`src/lcgj_pkg.sv`:
```
package lcgj_pkg;

  // generator constants
  localparam logic [63:0] LcgMul = 64'd6364136223846793005;
  localparam logic [63:0] LcgAdd = 64'd1;

  localparam int unsigned SeedW   = 64;
  localparam int unsigned ScaleW  = 32;
  localparam int unsigned ShiftW  = 32;
  localparam int unsigned StrideW = 32;
  localparam int unsigned LenW    = 25;
  localparam int unsigned ColW    = 16;
  localparam int unsigned RowW    = 32;
  localparam int unsigned CfgIdxW = 3;

  // configuration register indexes
  typedef enum logic [CfgIdxW-1:0] {
    CFG_SEED          = 3'd0,
    CFG_SCALE         = 3'd1,
    CFG_COMPLEX_MODE  = 3'd2,
    CFG_START_SHIFT   = 3'd3,
    CFG_COLUMN_STRIDE = 3'd4,
    CFG_COLUMN_LENGTH = 3'd5
  } cfg_idx_e;

  // input command codes
  typedef enum logic {
    CMD_SEEK = 1'b0,
    CMD_DRAW = 1'b1
  } cmd_e;

  // operations of the shared multiply unit
  typedef enum logic {
    MAC_SINGLE = 1'b0,  // c + a[32:0] * b[32:0], signed, one partial product
    MAC_FULL   = 1'b1   // c + a * b mod 2^64, three partial products
  } mac_op_e;

  typedef struct packed {
    logic    start;
    mac_op_e op;
  } mac_req_t;

  // 2^31 - hi as a sign-extended 64-bit operand
  function automatic logic [63:0] center_ext(logic [31:0] hi);
    logic signed [32:0] c;
    c = $signed({1'b0, 32'h8000_0000}) - $signed({1'b0, hi});
    return {{31{c[32]}}, c};
  endfunction

endpackage

```
`src/lcgj_mac.sv`:
```
module lcgj_mac import lcgj_pkg::*; (
  input  logic        clk_i,
  input  logic        rst_ni,
  input  mac_req_t    req_i,
  input  logic [63:0] a_i,
  input  logic [63:0] b_i,
  input  logic [63:0] c_i,
  output logic [63:0] res_o,
  output logic        done_o
);

  logic [63:0] a_q, b_q, c_q;
  mac_op_e     op_q;
  logic [1:0]  cnt_q, cnt_d;
  logic        busy_q, busy_d;
  logic        done_q, done_d;
  logic [63:0] prod_q, prod_d;
  logic [63:0] acc_q, acc_d;
  logic [1:0]  last_cnt;

  logic signed [32:0] mul_a, mul_b;
  logic signed [65:0] mul_full;

  assign last_cnt = (op_q == MAC_FULL) ? 2'd3 : 2'd1;

  // operand halves for each partial product
  always_comb begin
    mul_a = {1'b0, a_q[31:0]};
    mul_b = {1'b0, b_q[31:0]};
    case (cnt_q)
      2'd0: begin
        if (op_q == MAC_SINGLE) begin
          mul_a = a_q[32:0];
          mul_b = b_q[32:0];
        end
      end
      2'd1: mul_b = {1'b0, b_q[63:32]};
      2'd2: mul_a = {1'b0, a_q[63:32]};
      default: ;
    endcase
  end

  // the one shared multiplier
  assign mul_full = mul_a * mul_b;
  assign prod_d   = mul_full[63:0];

  // accumulate the previous partial product
  always_comb begin
    acc_d  = acc_q;
    cnt_d  = cnt_q;
    busy_d = busy_q;
    done_d = 1'b0;
    if (busy_q) begin
      if (cnt_q == 2'd1) begin
        acc_d = c_q + prod_q;
      end else if (cnt_q != 2'd0) begin
        acc_d = acc_q + {prod_q[31:0], 32'h0};
      end
      if (cnt_q == last_cnt) begin
        busy_d = 1'b0;
        done_d = 1'b1;
      end else begin
        cnt_d = cnt_q + 2'd1;
      end
    end
    if (req_i.start) begin
      cnt_d  = 2'd0;
      busy_d = 1'b1;
    end
  end

  // control state
  always_ff @(posedge clk_i or negedge rst_ni) begin
    if (!rst_ni) begin
      cnt_q  <= 2'd0;
      busy_q <= 1'b0;
      done_q <= 1'b0;
    end else begin
      cnt_q  <= cnt_d;
      busy_q <= busy_d;
      done_q <= done_d;
    end
  end

  // operands and datapath
  always_ff @(posedge clk_i) begin
    if (req_i.start) begin
      a_q  <= a_i;
      b_q  <= b_i;
      c_q  <= c_i;
      op_q <= req_i.op;
    end
    prod_q <= prod_d;
    acc_q  <= acc_d;
  end

  assign res_o  = acc_q;
  assign done_o = done_q;

endmodule

```
`config.mk`:
```
export PLATFORM = sky130hd
export DESIGN_NAME = lcgj_mac
export DESIGN_NICKNAME = d
export VERILOG_FILES = /design/src/lcgj_pkg.sv /design/src/lcgj_mac.sv
export SDC_FILE = /design/constraint.sdc
export NUM_CORES = 2
export LEC_CHECK = 0
export ABC_AREA = 1
export BUFFER_PORTS_ARGS = -buffer_cell sky130_fd_sc_hd__buf_2
export CAP_MARGIN = 5
export CORE_MARGIN = 5
export CORE_UTILIZATION = 60
export CTS_CLUSTER_SIZE = 10
export DETAILED_ROUTE_END_ITERATION = 7
export PLACE_DENSITY = 0.78
export SKIP_CTS_REPAIR_TIMING = 1
export SLEW_MARGIN = 20
export SYNTH_ARGS = -nofsm -noshare
export SYNTH_HDL_FRONTEND = slang
export SYNTH_SLANG_ARGS = --single-unit
```
`constraint.sdc`:
```
create_clock -name clk_i -period 13.17 [get_ports clk_i]
set_input_delay 1.9755 -clock clk_i [delete_from_list [all_inputs] [get_ports clk_i]]
set_output_delay 1.9755 -clock clk_i [all_outputs]
set_load 0.1 [all_outputs]
```
**After elaboration in Yosys (flattened, before gate mapping)**

Index checks and enable logic that the tools add are counted.
Widths: inputs -> output; s select.

- Add/sub/neg operators: 3
- Multiply operators: 1
- Equality and inequality tests: 4
- Mux-type cells: 15
- Reduce and logical (&&, ||, !) cells: 6

Operators with widths:

| operator | count |
|---|---|
| $pmux 33 s2 | 2 |
| $add 64x64->64 | 2 |
| $mux 64 | 2 |
| $mux 33 | 2 |
| $mul 33x33->64 | 1 |
| $mux 2 | 4 |
| $reduce_bool 2->1 | 3 |
| $mux 1 | 5 |
| $reduce_and 2->1 | 2 |
| $add 2x1->2 const B | 1 |
| $eq 2x1->1 const B | 1 |
| $eq 2x2->1 | 1 |
| $eq 2x2->1 const B | 1 |
| $logic_not 2->1 | 1 |
| $ne 2x2->1 const B | 1 |

- Register bits after elaboration: 325
- Bits of input ports: 196
- Output and inout port bits: 65
- Logic and storage cells: 38

**Longest topological paths before layout**

- Depth in word-level cells: 5
- Gate-level depth with buffers: 38

**Worst setup path before layout**

No wires, ideal clock.

- Kind: reg2reg
- Start point: register cnt_q[0]
- End point: register prod_q[59]
- Library setup time: 0.113 ns
- Arrival time: 7.579 ns
- Setup slack: 5.478 ns
- Cell stages (with the launch flop): 30
- Buffers on the path: 1
- Period minus slack after synthesis: 7.692 ns
- Cells stage by stage: dfrtp_1 > inv_1 > ha_1 > inv_2 > nor3_2 > clkbuf_1 > nand2_1 > inv_1 > fa_1 > fa_1 > fa_1 > fa_1 > inv_1 > fa_1 > inv_1 > fa_1 > fa_1 > inv_1 > fa_1 > inv_1 > ha_1 > nand2_1 > nor2_1 > inv_1 > nor2_2 > inv_1 > nor4_1 > nand2_1 > nand4_1 > nand2_1

- Longest elaborated chain between the ends: 3
- Elaborated cells on any way between the ends: 6

Ends and longest elaborated chain:

| element | line | text |
|---|---|---|
| start, declared | lcgj_mac.sv:14 | `logic [1:0] cnt_q, cnt_d;` |
| start signal, assigned | lcgj_mac.sv:79 | `cnt_q <= cnt_d;` |
| $eq 2x2->1, or another cell as far along | lcgj_mac.sv:30 | `case (cnt_q)` |
| $pmux 33 s2 | lcgj_mac.sv:30 |  |
| $mul 33x33->64 * | lcgj_mac.sv:44 | `assign mul_full = mul_a * mul_b;` |
| net mul_full[59] | lcgj_mac.sv:22 | `logic signed [65:0] mul_full;` |
| end signal, assigned | lcgj_mac.sv:93 | `prod_q <= prod_d;` |
| end, declared | lcgj_mac.sv:17 | `logic [63:0] prod_q, prod_d;` |

The timed path passes the listed nets; every way through them passes the cells marked *.
A chain may end at the register's enable or synchronous reset.

**Worst setup path in the final report**

- Start point: register cnt_q[1]
- End point: register prod_q[52]

The elaborated chain is that of the path after synthesis.

==> out/results.tsv <==
stage	metric	value	unit
logic_synthesis	yosysSeqAreaShare	15.6	%
logic_synthesis	yosysWarnings	0	
cells_and_area	diodes	0	
route	viasPerCell	5.49	
sta	rsz0062_at_grt	false	
worst_setup_path	end_kind	register	
sta	setup_violations	0	
logic_synthesis	syn_nets	8880	
worst_setup_path	start_kind	register	
cells_and_area	n_fill_cell	8165	
sta	hold_violations	0	
logic_synthesis	syn_inst	7247	
sta	fin_crit	9.46	ns
clocking	clock_latency	0.63	ns
global_routing	antenna_found_initial	0	
clocking	cts_made_buffers	42	
logic_synthesis	ys_async_sr_fraction	1.23	%
cells_and_area	syn2layout_area_growth	6.41	%
worst_setup_path	crit_fanout	33	
route	firstDrtPassIters	7	
logic_synthesis	synth.avg_cell_area	8.03	um2
cells_and_area	drive_gt1_share	6.45	%
cells_and_area	layout_common_cells	inv_1 (2064), nand2_1 (2004), fa_1 (1127), ha_1 (309), nor2_1 (278)	
floorplanning	fp.dieH	322	um
placed_design	dp.cells	8635	
global_routing	grt_first_pass_wirelength	289	mm
logic_synthesis	ys_seq_elements	325	
clocking	root_buffer	clkbuf_16	
job	maxCapViolCount	0	
global_routing	grt_usage	36.7	%
floorplanning	die_width	322	um
logic_synthesis	synth_edf_count	257	
route	routed_wl	186	mm
cells_and_area	fin_nets	9036	
sta	tns	0	ns
cells_and_area	register_area	9100	um2
clocking	clk_path_buf_depth	3	
sta	finalCritPeriodShare	71.9	%
route	wire_per_inst	21.4	um
route	drc_errors	0	
logic_synthesis	synth_top_flop_cell	edfxtp_1	
placed_design	gp_congestion	0.998	
cells_and_area	final_common_cell	inv_1	
global_routing	grt_overflow_total	0	
route	vias	47800	
floorplanning	num_rows	114	
sta	worstMarginPinSlew	0.992	ns
cells_and_area	multiInputGateArea	40300	um2
clocking	cts_tree	yes	
logic_synthesis	synthesis.area	58200	um2
clocking	cts.clk_slew.worst_paths	0.06	ns
outcome	status	finished clean	
worst_setup_path	required	13.69	ns
floorplanning	coreArea	96600	um2
worst_hold_path	min_path_type	reg2reg	
sta	fmax	106	MHz
sta	relSlewSlack	33.9	%
worst_setup_path	critPathKind	reg2reg	
route	drt-initial-drc-count	3501	
floorplanning	initial_core_util	60.3	%
floorplanning	dieArea	103000	um2
clocking	htreeDepth	2	
placed_design	post-dp-hpwl	153	mm
logic_synthesis	synth.distinct_cells	43	
cells_and_area	final_cells	8707	
logic_synthesis	synth_top_cell_area_share	38.7	%
sta	skew	0.0555	ns
floorplanning	io_pins	261	
worst_setup_path	crit_arrival	9.98	ns
sta	drv_slew	0	
clocking	numClockSinks	325	
global_routing	grt_max_degree	74	
placed_design	port_buffers	260	
route	ant_nets	0	
logic_synthesis	synth_top_cell_by_area	fa_1	
global_routing	grt_pass1_vias	51900	
logic_synthesis	ys_top_cells_by_area	fa_1 (39%), inv_1 (13%), edfxtp_1 (13%)	
-- layout make-up --
class | instances | area share [%]
sequential | 325 | 14.7
tap | 1276 | 2.58
clock buffer | 59 | 1.85
inverter | 2076 | 12.6
clock inverter | 13 | 0.194
multi-input combinational | 4625 | 65.1
timing repair buffer | 333 | 3.00
-- per-layer routing --
layer / wire length (um) / vias up / global-route usage [%]
met5: 0 / - / 0
met4: 13300 / 0 / 20.4
met3: 17400 / 666 / 7.26
met2: 90400 / 2600 / 63.5
met1: 65300 / 23200 / 42.9
li1: - / 21300 / -
-- logic make-up after synthesis --
kind of cell	Yosys count	synth area share (%)
compound gates	480	4.61
xor+xnor	60	0.903
fa+ha+maj	1437	45.4
flops	325	15.6
simple gates	2648	18.3
buf+inv	2297	15.1
-- registers in the layout, summed over array words and instances, names as in the netlist --
name and flops:
a_q 64, b_q 64, busy_q 1, c_q 64, cnt_q 2, done_o 1, op_q 1, prod_q 64
res_o 64
-- worst paths after layout --
kind	start	to	slack, ns	cells past startpoint
max	cnt_q[1]	prod_q[52]	3.71	27
min	cnt_q[1]	done_o	0.61	3
max reg2reg	cnt_q[1]	prod_q[52]	3.71	27
min reg2reg	cnt_q[1]	done_o	0.61	3
max in group asynchronous	rst_ni	busy_q	11.87	1
min in group asynchronous	rst_ni	cnt_q[0]	1.19	1
-- synth_stat cells (17+ instances only) --
| cell type | instances |
|---|---|
| inv_1 | 2064 |
| nand2_1 | 2005 |
| fa_1 | 1127 |
| ha_1 | 310 |
| nor2_1 | 279 |
| edfxtp_1 | 257 |
| a21oi_1 | 245 |
| nand3_1 | 199 |
| buf_2 | 150 |
| o21ai_0 | 121 |
| dfxtp_1 | 64 |
| clkbuf_1 | 44 |
| xor2_1 | 43 |
| a22o_1 | 36 |
| nand4_1 | 35 |
| nor3_1 | 32 |
| buf_1 | 27 |
| nor2_2 | 25 |
| o21bai_1 | 23 |
| nand2_2 | 21 |
| nand3b_1 | 19 |
| o21ai_1 | 19 |
| xnor2_1 | 17 |
-- through the flow --
stage,hold WS [ns],instance area (um2),util [%],setup slack [ns]
2_1_floorplan,0.489,58200,-,5.48
4_1_cts,0.593,62000,64.2,3.74
3_3_place_gp,0.522,60700,62.8,3.78
6_report,0.606,62000,64.2,3.71
5_1_grt,0.628,62000,64.2,3.06
3_5_place_dp,0.567,60700,62.8,3.68
-- worst max-delay path, cell delays in order (launching register included) --
cell	delay (ns)
dfrtp_1	0.40
inv_1	0.16
ha_4	0.37
nand2_2	0.47
a22o_1	0.34
buf_4	0.26
nand2_1	0.17
inv_1	0.10
fa_1	0.57
fa_1	0.63
fa_1	0.73
fa_1	1.00
inv_1	0.41
fa_1	0.59
inv_1	0.05
fa_1	0.48
fa_1	0.49
inv_1	0.05
fa_1	0.48
inv_1	0.04
ha_1	0.39
nand2_1	0.13
nor2_1	0.12
inv_1	0.08
nor3_2	0.27
nand3_1	0.17
nand3_1	0.15
xor2_1	0.26
Power is not shown: default switching activity piles up to over one toggle a cycle in this logic, so the estimate is an artifact.
